<file path="config.mk">
export PLATFORM = sky130hd
export DESIGN_NAME = cas_front
export DESIGN_NICKNAME = d
export VERILOG_FILES = /design/src/sv/cas_pkg.sv /design/src/sv/cas_front.sv
export SDC_FILE = /design/constraint.sdc
export NUM_CORES = 1
export LEC_CHECK = 0
export ABC_AREA = 1
export BUFFER_PORTS_ARGS = -buffer_cell sky130_fd_sc_hd__buf_2
export CAP_MARGIN = 20
export CORE_MARGIN = 10
export CORE_UTILIZATION = 30
export CTS_CLUSTER_SIZE = 14
export DETAILED_ROUTE_END_ITERATION = 16
export GPL_TIMING_DRIVEN = 1
export PLACE_DENSITY_LB_ADDON = 0.2
export SYNTH_ARGS = -nofsm -noshare
export SYNTH_HDL_FRONTEND = slang
export SYNTH_SLANG_ARGS = --single-unit
</file>
<file path="constraint.sdc">
create_clock -name i_clk -period 6.61 [get_ports i_clk]
set_input_delay 0.3305 -clock i_clk [delete_from_list [all_inputs] [get_ports i_clk]]
set_output_delay 0.3305 -clock i_clk [all_outputs]
set_load 0.005 [all_outputs]
</file>
<file path="src/sv/cas_pkg.sv">
// cas_pkg: shared types, constants and the energy table for channel_airtime_survey.
// No dependencies.
`default_nettype none
package cas_pkg;

    localparam int CHANNELS_DEF = 13;
    localparam int NODES_DEF    = 8;

    localparam logic [31:0] SCORE_CAP = 32'd4000000000;
    localparam logic [15:0] COUNT_MAX = 16'hFFFF;
    localparam int          ROM_SIZE  = 97;

    // action codes
    typedef enum logic [2:0] {
        ACT_FRAME  = 3'd0,
        ACT_TUNE   = 3'd1,
        ACT_CLEAR  = 3'd2,
        ACT_CHOOSE = 3'd3,
        ACT_REPORT = 3'd4,
        ACT_NODE   = 3'd5,
        ACT_NOP6   = 3'd6,
        ACT_NOP7   = 3'd7
    } t_action;

    // classified item passed from front to back
    typedef struct packed {
        t_action     action;
        logic signed [7:0] rssi;
        logic        own_node;
        logic [3:0]  channel;
    } t_cmd;

    // floor(10^(k/10)) for k = rssi + 100; 0 for k < 0, SCORE_CAP for k >= 97
    function automatic logic [31:0] energy_term(input logic signed [7:0] rssi);
        logic signed [8:0] k;
        logic [31:0] v;
        k = 9'(rssi) + 9'sd100;
        v = 32'd0;
        if (k < 0) begin
            v = 32'd0;
        end else if (k >= 9'sd97) begin
            v = SCORE_CAP;
        end else begin
            case (k[6:0])
                7'd0: v = 1; 7'd1: v = 1; 7'd2: v = 1; 7'd3: v = 1; 7'd4: v = 2;
                7'd5: v = 3; 7'd6: v = 3; 7'd7: v = 5; 7'd8: v = 6; 7'd9: v = 7;
                7'd10: v = 10; 7'd11: v = 12; 7'd12: v = 15; 7'd13: v = 19;
                7'd14: v = 25; 7'd15: v = 31; 7'd16: v = 39; 7'd17: v = 50;
                7'd18: v = 63; 7'd19: v = 79; 7'd20: v = 100; 7'd21: v = 125;
                7'd22: v = 158; 7'd23: v = 199; 7'd24: v = 251; 7'd25: v = 316;
                7'd26: v = 398; 7'd27: v = 501; 7'd28: v = 630; 7'd29: v = 794;
                7'd30: v = 1000; 7'd31: v = 1258; 7'd32: v = 1584; 7'd33: v = 1995;
                7'd34: v = 2511; 7'd35: v = 3162; 7'd36: v = 3981; 7'd37: v = 5011;
                7'd38: v = 6309; 7'd39: v = 7943; 7'd40: v = 10000; 7'd41: v = 12589;
                7'd42: v = 15848; 7'd43: v = 19952; 7'd44: v = 25118; 7'd45: v = 31622;
                7'd46: v = 39810; 7'd47: v = 50118; 7'd48: v = 63095; 7'd49: v = 79432;
                7'd50: v = 100000; 7'd51: v = 125892; 7'd52: v = 158489;
                7'd53: v = 199526; 7'd54: v = 251188; 7'd55: v = 316227;
                7'd56: v = 398107; 7'd57: v = 501187; 7'd58: v = 630957;
                7'd59: v = 794328; 7'd60: v = 1000000; 7'd61: v = 1258925;
                7'd62: v = 1584893; 7'd63: v = 1995262; 7'd64: v = 2511886;
                7'd65: v = 3162277; 7'd66: v = 3981071; 7'd67: v = 5011872;
                7'd68: v = 6309573; 7'd69: v = 7943282; 7'd70: v = 10000000;
                7'd71: v = 12589254; 7'd72: v = 15848931; 7'd73: v = 19952623;
                7'd74: v = 25118864; 7'd75: v = 31622776; 7'd76: v = 39810717;
                7'd77: v = 50118723; 7'd78: v = 63095734; 7'd79: v = 79432823;
                7'd80: v = 100000000; 7'd81: v = 125892541; 7'd82: v = 158489319;
                7'd83: v = 199526231; 7'd84: v = 251188643; 7'd85: v = 316227766;
                7'd86: v = 398107170; 7'd87: v = 501187233; 7'd88: v = 630957344;
                7'd89: v = 794328234; 7'd90: v = 1000000000; 7'd91: v = 1258925411;
                7'd92: v = 1584893192; 7'd93: v = 1995262314; 7'd94: v = 32'd2511886431;
                7'd95: v = 32'd3162277660; 7'd96: v = 32'd3981071705;
                default: v = 32'd0;
            endcase
        end
        return v;
    endfunction

endpackage
`default_nettype wire

</file>
<file path="src/sv/cas_front.sv">
// cas_front: accepts items, keeps the node table, flags own-node frames.
// Depends on cas_pkg.
`default_nettype none
module cas_front #(
    parameter int NODES = cas_pkg::NODES_DEF
) (
    input  wire logic               i_clk,
    input  wire logic               i_rst_n,
    input  wire logic               i_valid,
    output logic                    o_ready,
    input  wire logic [2:0]         i_action,
    input  wire logic signed [7:0]  i_rssi,
    input  wire logic               i_has_tx_addr,
    input  wire logic [47:0]        i_tx_addr,
    input  wire logic [3:0]         i_channel,
    input  wire logic [2:0]         i_node_slot,
    input  wire logic [47:0]        i_node_address,
    input  wire logic               i_node_in_use,
    output logic                    o_cmd_valid,
    input  wire logic               i_cmd_ready,
    output cas_pkg::t_cmd           o_cmd
);

    localparam int SLOT_W = (NODES > 1) ? $clog2(NODES) : 1;

    logic [47:0]      r_node_addr [NODES];
    logic [NODES-1:0] r_node_vld;
    logic [NODES-1:0] w_hit;
    logic             w_acc;

    // one-entry stage toward the back queue
    assign o_ready = !o_cmd_valid || i_cmd_ready;
    assign w_acc   = i_valid && o_ready;

    // address match against each valid entry
    always_comb begin
        for (int i = 0; i < NODES; i++) begin
            w_hit[i] = r_node_vld[i] && (r_node_addr[i] == i_tx_addr);
        end
    end

    // node table
    always_ff @(posedge i_clk) begin
        if (!i_rst_n) begin
            r_node_vld <= '0;
        end else if (w_acc && i_action == cas_pkg::ACT_NODE
                     && 32'(i_node_slot) < NODES) begin
            r_node_vld[SLOT_W'(i_node_slot)] <= i_node_in_use;
        end
    end

    always_ff @(posedge i_clk) begin
        if (w_acc && i_action == cas_pkg::ACT_NODE && 32'(i_node_slot) < NODES) begin
            r_node_addr[SLOT_W'(i_node_slot)] <= i_node_address;
        end
    end

    // classified item register
    always_ff @(posedge i_clk) begin
        if (!i_rst_n) begin
            o_cmd_valid <= 1'b0;
        end else if (o_ready) begin
            o_cmd_valid <= i_valid;
        end
    end

    always_ff @(posedge i_clk) begin
        if (w_acc) begin
            o_cmd.action   <= cas_pkg::t_action'(i_action);
            o_cmd.rssi     <= i_rssi;
            o_cmd.own_node <= i_has_tx_addr && (|w_hit);
            o_cmd.channel  <= i_channel;
        end
    end

endmodule
`default_nettype wire

</file>
# Word level (Yosys, flattened, before mapping)
# Memories as Yosys holds them, arrays and structs flattened.
# Index checks and enable logic that the tools add are counted.
[totals]
output_inout_bits = 18
ram_bits = 384
ff_bits = 25
memories = 1
input_bits = 120
word_cells = 38
[memory_table]
columns = ["name", "depth", "width", "read_ports", "rd_ports_with_merged_regs", "wr", "line_no", "source"]
rows = [
  ["r_node_addr", 8, 48, 8, 0, 1, "cas_front.sv:26", "logic [47:0] r_node_addr [NODES];"],
]
[classes]
n_reduce_logical = 15
n_eq_ne = 9
mux = 5
magnitude_cmp = 2
[op_table]
columns = ["op", "n"]
rows = [
  ["== test 48 bit", 8],
  ["logical AND 1 bit", 12],
  ["bitwise mux 8 bit", 1],
  ["OR reduction 8 bit", 1],
  ["less-than comparator 3 x 4 -> 1 bit (second input constant)", 1],
  ["demux 1 bit (select 3 bit)", 1],
  ["== test 3 bit (second input constant)", 1],
  ["greater-or-equal comparator 3 x 1 -> 1 bit (second input constant)", 1],
  ["2-to-1 mux 1 bit", 3],
  ["zero test 1 bit", 1],
  ["logical OR 1 bit", 1],
]

# Longest topological paths before layout
# Gate-level depths: netlist of run 1.
[logic_depth]
word_depth = 6
ltp_mapped = 13
depth_no_buf = 12

# Worst setup path before layout of run 1
# No wires, ideal clock.
[synth_timing]
path_type = "in2reg"
from = "input port i_cmd_ready"
to = "register r_node_vld[0]"
path_buffers = 0
setup_slack_ns = 2.860
setup_time_ns = 0.083
arrival_time_ns = 3.666
stages = 10
path_cell_list = "inv_1 -> nand2_1 -> nand2_1 -> inv_1 -> nand4_1 -> nor2_1 -> inv_1 -> nor2_1 -> o21ai_0 -> a21oi_1"
[synth_via]
elab_chain_len = 3
[synth_rtl]
columns = ["item", "line_no", "source"]
rows = [
  ["start, declared", "cas_front.sv:20", "input wire logic i_cmd_ready,"],
  ["logical OR 1 bit", "cas_front.sv:32", "assign o_ready = !o_cmd_valid || i_cmd_ready;"],
  ["net o_ready", "cas_front.sv:10", "output logic o_ready,"],
  ["logical AND 1 bit", "cas_front.sv:33", "assign w_acc = i_valid && o_ready;"],
  ["net w_acc", "cas_front.sv:29", "logic w_acc;"],
  ["logical AND 1 bit", "cas_front.sv:46", "end else if (w_acc && i_action == cas_pkg::ACT_NODE"],
  ["end signal, assigned by index", "cas_front.sv:48", "r_node_vld[SLOT_W'(i_node_slot)] <= i_node_in_use;"],
  ["end, declared", "cas_front.sv:27", "logic [NODES-1:0] r_node_vld;"],
]
# The timed path passes the listed nets, and every way through them passes these cells.
# A chain may end at the register's enable or synchronous reset.

# Worst setup path after layout of run 1
[layout_timing]
from = "register o_cmd_valid"
to = "memory r_node_addr[0][16], enable pin"
[layout_via]
elab_chain_len = 6
[layout_rtl]
columns = ["item", "line_no", "source"]
rows = [
  ["start, declared", "cas_front.sv:19", "output logic o_cmd_valid,"],
  ["start signal, assigned", "cas_front.sv:63", "o_cmd_valid <= i_valid;"],
  ["zero test 1 bit", "cas_front.sv:32", ""],
  ["logical OR 1 bit", "cas_front.sv:32", ""],
  ["logical AND 1 bit", "cas_front.sv:33", ""],
  ["net w_acc", "cas_front.sv:29", ""],
  ["logical AND 1 bit", "cas_front.sv:53", "if (w_acc && i_action == cas_pkg::ACT_NODE && 32'(i_node_slot) < NODES) begin"],
  ["2-to-1 mux 1 bit", "cas_front.sv:53", ""],
  ["2-to-1 mux 1 bit (implied by the code)", "cas_front.sv:54", "r_node_addr[SLOT_W'(i_node_slot)] <= i_node_address;"],
  ["end, declared", "cas_front.sv:26", ""],
]
# The timed path passes the listed nets, and every way through them passes these cells.

==> results of run 1 <==
-- stage by stage --
stage | power [mW] | hold slack, ns | instances | instance area, um2
detailed placement | 3.31 | 0.515 | 2732 | 20000
global route | 5.95 | 0.0393 | 2831 | 21600
CTS | 5.83 | 0.0225 | 2831 | 21600
floorplan | 3.10 | 0.429 | 1848 | 18500
finish | 5.79 | 0.0404 | 2832 | 21600
global placement | 3.31 | 0.508 | 2732 | 20000
-- logic make-up (layout without fill, tap and decap cells) --
logic type,count (synthesis),count (layout)
AO/OA/AOI/OAI,172,172
XOR/XNOR,102,102
buffers and inverters,258,459
flip-flops,409,409
other,0,1
AND/OR/NAND/NOR,907,907
-- power by group through the flow --
stage          clock [mW]  sequential, mW  combinational, mW
6_report             2.52            2.87              0.400
5_1_grt              2.66            2.87              0.429
4_1_cts              2.56            2.87              0.401
3_3_place_gp            0            2.92              0.392
3_5_place_dp            0            2.92              0.392
2_1_floorplan           0            2.92              0.176
-- worst reg2reg max path, delay by kind of cell, from the launching register on --
kind / cells / cell delay [ns]
buffers and inverters: 3 / 1.17
flip-flops: 1 / 0.31
AND/OR/NAND/NOR: 5 / 1.20
-- worst max path at each step --
| stage | end | slack (ns) | cells after the start |
|---|---|---|---|
| final | r_node_addr[0][16] | 3.53 | 8 |
| after global routing | r_node_addr[1][40] | 3.25 | 8 |
| after CTS | r_node_addr[1][18] | 3.46 | 8 |
| after detailed placement | r_node_addr[1][16] | 3.33 | 10 |
| after global placement | r_node_addr[4][29] | 3.34 | 10 |
| after floorplan | r_node_vld[0] | 2.86 | 10 |
-- final cells by class --
cell class / count / area [um2] / area share, %
sequential: 409 / 12200 / 56.4
multi-input combinational: 1181 / 5300 / 24.5
clock buffer: 61 / 1260 / 5.82
tap: 782 / 978 / 4.53
timing repair buffer: 161 / 906 / 4.19
inverter: 215 / 807 / 3.73
clock inverter: 22 / 179 / 0.827
antenna: 1 / 2.50 / 0.0116
-- registers in the layout (all words and copies together) (netlist names) --
signal / flops
o_cmd_valid: 1
o_cmd: 16
r_node_vld: 8
r_node_addr: 384
-- synthesized netlist by cell type --
library cell / count / area share, %
inv_2: 40 / 0.81
edfxtp_1: 400 / 65
a21boi_0: 1 / 0.041
nand3_1: 17 / 0.46
nor2_1: 234 / 4.7
o21ai_0: 92 / 2.5
nand2_2: 5 / 0.17
a21oi_1: 13 / 0.35
nand2_1: 647 / 13
a21oi_2: 1 / 0.047
xnor2_1: 75 / 3.5
buf_4: 5 / 0.20
xor2_1: 27 / 1.3
buf_2: 31 / 0.84
dfxtp_1: 9 / 0.97
nand4_1: 1 / 0.034
nor2_2: 3 / 0.10
o21ai_2: 1 / 0.047
o22ai_1: 21 / 0.71
o21ai_1: 43 / 1.2
buf_6: 7 / 0.43
inv_1: 175 / 3.5
-- per-layer routing --
layer / up-vias / track usage, %
li1: 6299 / -
met4: 0 / 6.89
met3: 103 / 3.03
met5: - / 0
met2: 575 / 31.9
met1: 6591 / 26.9
-- timing repair --
item / in CTS / in global routing
hold buffers: 16 / 0
buffers inserted: 0 / 0
endpoints found under the hold margin: 19 / 0
==> results.json, run 1 <==
{
  "internal_power_mw": 4.41,
  "crit_chain": "nand2_1 -> nand2_1 -> inv_1 -> nand4_1 -> nor2_1 -> inv_1 -> nor2_4 -> buf_4",
  "global_route.usage.total_pct": 19.9,
  "average_detailed_routed_wire_length_per_instance_um": 25.5,
  "top_layer_used": "met4",
  "firstDrtPassIters": 5,
  "min-delay-path-class": "primary input to flop",
  "power.ir.vdd_worst_v": 0.000151,
  "cells_resized_by_post_cts_repair": 0,
  "rsz0062_at_grt": "no",
  "area_overhead_of_the_layout_relative_to_synthesis_pct": 16.8,
  "outcome": "completed",
  "portBuffers": 137,
  "layout.core_utilization_pct": 35.6,
  "critPathCaptureType": "flop",
  "drc_errors": 0,
  "netlist_area_mm2": 0.0185,
  "detailedPlace.worstSlack_ns": 3.33,
  "warning_count_from_the_yosys_run": 0,
  "fp.dieH_um": 268,
  "total_leakage_power_nw": 8.61,
  "power_per_cell_area_mw_per_mm2": 268,
  "fin_crit_sh_pct": 46.6,
  "whs_endpoint": "r_node_addr[2][10]",
  "worstRegToRegCells": 8,
  "yosys_register_bits": 409,
  "cts_made_buffers": 46,
  "synth_area_per_cell_um2": 10.0,
  "netSwitchingPower_mw": 1.37,
  "placement_rows": 90,
  "slew_violations": 0,
  "antenna_left": 0,
  "route.met2.wl_um": 33100,
  "slew-limit-headroom_pct": 35.9,
  "max_freq_mhz": 325,
  "die_width_um": 268,
  "netlist-cell-type-count": 22,
  "power.combinational.fraction_pct": 6.9,
  "r2r_start": "o_cmd_valid",
  "grt_max_degree": 51,
  "post_drt_via_cell_ratio": 4.79,
  "num_vias": 13568,
  "synthAdderAreaFrac_pct": 0,
  "first_pass_grt_wire_length_um": 99900,
  "worst_ep_arrival_time_ns": 3.31,
  "hp-start": "i_node_address[10]",
  "worst_path_bufs_invs": 3,
  "finalCriticalPeriod_ns": 3.08,
  "p_clk_share_pct": 43.5,
  "worst_setup_path_startpoint": "o_cmd_valid",
  "met1Wirelength_um": 31600,
  "layout.cells.most_common": "nand2_1",
  "dieArea_mm2": 0.0720,
  "hold_viol": 0,
  "final_cell_mix": "nand2_1 (647), edfxtp_1 (400), nor2_1 (226)",
  "synth_xor_xnor_area_share_pct": 4.83,
  "power.share.switching_pct": 23.7,
  "critPathMaxFanout": 28,
  "synth-compound-area-share_pct": 4.85,
  "worst_skew_late_latency_ns": 0.59,
  "worst_setup_hold_path_clk_slew_ns": 0.06,
  "worst-slew-pin-transition_ns": 0.959,
  "timing.setup.tns_ns": 0,
  "top_level_ports": 138,
  "synth_simple_gate_area_share_pct": 18.6,
  "clock_sink_count": 409,
  "max_stage_delay_ns": 0.68,
  "worstSetupPathType": "flop to flop",
  "cp_data_required_time_ns": 6.84,
  "routed-wl-met3_um": 5270,
  "layout_setup_ws_ns": 3.53,
  "synthesis.instances": 1848,
  "reg2reg_setup_slack_ns": 3.53,
  "via_count_of_the_first_global_routing_pass": 13335,
  "synthesis.nets": 1968,
  "final_routed_wirelength_um": 72200,
  "ctsHtreeMaxLevel": 2,
  "layout-drive-gt1-share_pct": 13.0,
  "largest_family_of_logic_cells_by_synthesized_area": "simple AND/OR/NAND/NOR gates",
  "fillerInstances": 6109,
  "worst_r2r_endpoint": "r_node_addr[0][16]",
  "synth_sequential_area_ratio_pct": 65.9,
  "setup_violations": 0,
  "cts-root-buf": "clkbuf_16",
  "tritoncts": "built",
  "crit_slowest_cell": "nor2_4",
  "gp_congestion": 0.967,
  "min_delay_path_depth": 1,
  "synth.mux.area_fraction_pct": 0,
  "sequentialPowerShare_pct": 49.5,
  "place.detailed.hpwl_um": 53000,
  "timing.critical_path.from_type": "flop",
  "finalNetCount": 2134,
  "drv.max_cap_violation_count": 0,
  "worst_clock_skew_ns": 0.0108,
  "globalRouteOverflowTotal": 0,
  "initial_antenna_violation_count": 4,
  "max-clock-path-buffers": 3,
  "effective_utilization_at_floorplan_pct": 30.5,
  "worst_path_top_cell_family_by_delay": "simple AND/OR/NAND/NOR gates",
  "core_region_area_mm2": 0.0607,
  "drt_first_iter_violations": 1586
}
Power figures use the tool's default switching activity.
==> run 2, diff against run 1 <==
- clock period: 6.61 -> 3.07 ns (I/O delays scaled with it)
==> run 2 against run 1 <==
Worst setup slack worse by 3.0 ns. Via count is 1.6% higher. First-iteration DRC count is 11% lower. Cell count is 2.3% higher. Register-to-register slack worse by 3.0 ns. Critical path type unchanged. Highest routed layer unchanged.
==> results.json, run 2 (synthesis gave the netlist of run 1 again) <==
{
  "outcome": "completed",
  "global_route.usage.total_pct": 20.6,
  "post_drt_via_cell_ratio": 4.76,
  "slew-limit-headroom_pct": 51.6,
  "portBuffers": 137,
  "worstSetupPathType": "flop to flop",
  "core_region_area_mm2": 0.0607,
  "num_vias": 13787,
  "slew_violations": 0,
  "worst_ep_arrival_time_ns": 3.12,
  "power.ir.vdd_worst_v": 0.000422,
  "area_overhead_of_the_layout_relative_to_synthesis_pct": 20.8,
  "sequentialPowerShare_pct": 48.3,
  "tritoncts": "built",
  "clock_sink_count": 409,
  "layout-drive-gt1-share_pct": 13.2,
  "internal_power_mw": 9.76,
  "drv.max_cap_violation_count": 0,
  "setup_fix_bufs_post_cts": 0,
  "max_freq_mhz": 387,
  "dieArea_mm2": 0.0720,
  "power.combinational.fraction_pct": 7.2,
  "top_level_ports": 138,
  "power_mw": 12.8,
  "cts-root-buf": "clkbuf_16",
  "critPathCaptureType": "flop",
  "power.share.switching_pct": 23.6,
  "rsz0062_at_grt": "no",
  "timing.critical_path.from_type": "flop",
  "max-clock-path-buffers": 3,
  "hold_viol": 0,
  "fin_crit_sh_pct": 84.3,
  "cp_data_required_time_ns": 3.60,
  "place.detailed.hpwl_um": 56100,
  "effective_utilization_at_floorplan_pct": 30.5,
  "grt.met2_usage_pct": 33.3,
  "crit_chain": "nand2_1 -> nand2_1 -> inv_1 -> nand4_1 -> nor2_1 -> inv_1 -> nor2_4 -> buf_4 -> o21ai_0 -> a21oi_1 -> dlygate4sd3_1",
  "groute.layer.met3.usage_pct": 2.91,
  "worst_path_top_cell_family_by_delay": "buffers and inverters",
  "placement_rows": 90,
  "gp_congestion": 0.990,
  "die_width_um": 268,
  "grt_util_met1_pct": 28.4,
  "worst_setup_hold_path_clk_slew_ns": 0.07,
  "ctsHtreeMaxLevel": 2,
  "timing.setup.tns_ns": 0,
  "average_detailed_routed_wire_length_per_instance_um": 25.8,
  "final_cell_mix": "nand2_1 (647), edfxtp_1 (400), nor2_1 (226)",
  "fp.dieH_um": 268,
  "worst-slew-pin-transition_ns": 0.726,
  "globalRouteOverflowTotal": 0,
  "fillerInstances": 6048,
  "total_leakage_power_nw": 8.94,
  "cts_made_buffers": 48,
  "grt_max_degree": 51,
  "power_per_cell_area_mw_per_mm2": 571,
  "first_pass_grt_wire_length_um": 103000,
  "layout_top_registers": "r_node_addr (384), o_cmd (16), r_node_vld (8)",
  "drc_errors": 0,
  "p_clk_share_pct": 44.5,
  "min-delay-path-class": "primary input to flop",
  "max_stage_delay_ns": 0.58,
  "global_route.peak_usage_layer": "met2",
  "setup_violations": 0,
  "initial_antenna_violation_count": 2,
  "worst_clock_skew_ns": 0.0186,
  "netSwitchingPower_mw": 3.01,
  "crit_slowest_cell": "buf_4",
  "worst_skew_late_latency_ns": 0.60,
  "finalCriticalPeriod_ns": 2.59,
  "final_routed_wirelength_um": 74800,
  "antenna_left": 0,
  "finalNetCount": 2202,
  "via_count_of_the_first_global_routing_pass": 13486,
  "drt_first_iter_violations": 1408,
  "layout.cells.most_common": "nand2_1",
  "firstDrtPassIters": 8,
  "largest_reg_flops": 384,
  "largest-register": "r_node_addr",
  "critPathMaxFanout": 37,
  "worst_path_bufs_invs": 4
}
## run 2: changes by cell type in the layout (fill, tap and decap cells not counted)
cell           before  now
inv_16              0    1
buf_4               8   18
dlygate4sd3_1      16   70
clkinv_1            8    9
clkinvlp_4          0    1
clkinv_2           10    7
buf_12              0    2
clkbuf_16          47   49
bufinv_16           3    5
clkbuf_1           11    9
clkbuf_8            3    0
## run 2: worst register-to-register path: stages, from the launching register on
cell and delay (ns):
dfxtp_1 0.30, nand2_1 0.08, nand2_1 0.07, inv_1 0.11, nand4_1 0.13, nor2_1 0.11, inv_1 0.16, nor2_4 0.13
buf_4 0.58, o21ai_0 0.17, a21oi_1 0.13, dlygate4sd3_1 0.56
## run 2: worst paths after layout
| kind | from | endpoint | slack, ns | cells after the start |
|---|---|---|---|---|
| setup / recovery | o_cmd_valid | r_node_vld[3] | 0.48 | 11 |
| hold / removal | i_node_slot[1] | r_node_addr[4][12] | 0.17 | 4 |
| setup reg to reg | o_cmd_valid | r_node_vld[3] | 0.48 | 11 |
| hold reg to reg | r_node_vld[1] | r_node_vld[1] | 0.54 | 2 |
## run 2: timing repair
| item | CTS | global route |
|---|---|---|
| hold buffers | 70 | 0 |
| gates resized for setup | 0 | 0 |
| endpoints found under the hold margin | 409 | 0 |
## run 2: through the flow
step	hold WS, ns	utilization, %	instance area [um2]	instances	setup WS (ns)
CTS	0.154	36.8	22400	2896	0.451
finish	0.172	36.8	22400	2897	0.483
floorplan	0.252	-	18500	1848	-0.645
detailed placement	0.333	33.2	20100	2744	0.942
global route	0.203	36.8	22400	2896	0.245
global placement	0.332	33.2	20100	2744	0.923
## run 2: cell type report
class | count | area, um2 | share of cell area, %
multi-input combinational | 1181 | 5300 | 23.7
tap | 782 | 978 | 4.38
sequential | 409 | 12200 | 54.5
clock inverter | 24 | 255 | 1.14
inverter | 215 | 807 | 3.61
clock buffer | 58 | 1260 | 5.64
timing repair buffer | 227 | 1560 | 6.98
antenna | 1 | 2.50 | 0.0112
## run 2: per-layer routing
layer | vias to the layer above | wire length (um)
li1 | 6441 | -
met1 | 6722 | 33000
met2 | 536 | 34700
met3 | 88 | 5130
met4 | 0 | 2040
met5 | - | 0
## run 2: power by group through the flow
| stage | Combinational (mW) | Sequential (mW) | Clock, mW |
|---|---|---|---|
| 5_1_grt | 0.985 | 6.17 | 5.98 |
| 4_1_cts | 0.919 | 6.17 | 5.78 |
| 3_5_place_dp | 0.845 | 6.29 | 0 |
| 3_3_place_gp | 0.845 | 6.29 | 0 |
| 6_report | 0.919 | 6.17 | 5.68 |
| 2_1_floorplan | 0.380 | 6.29 | 0 |
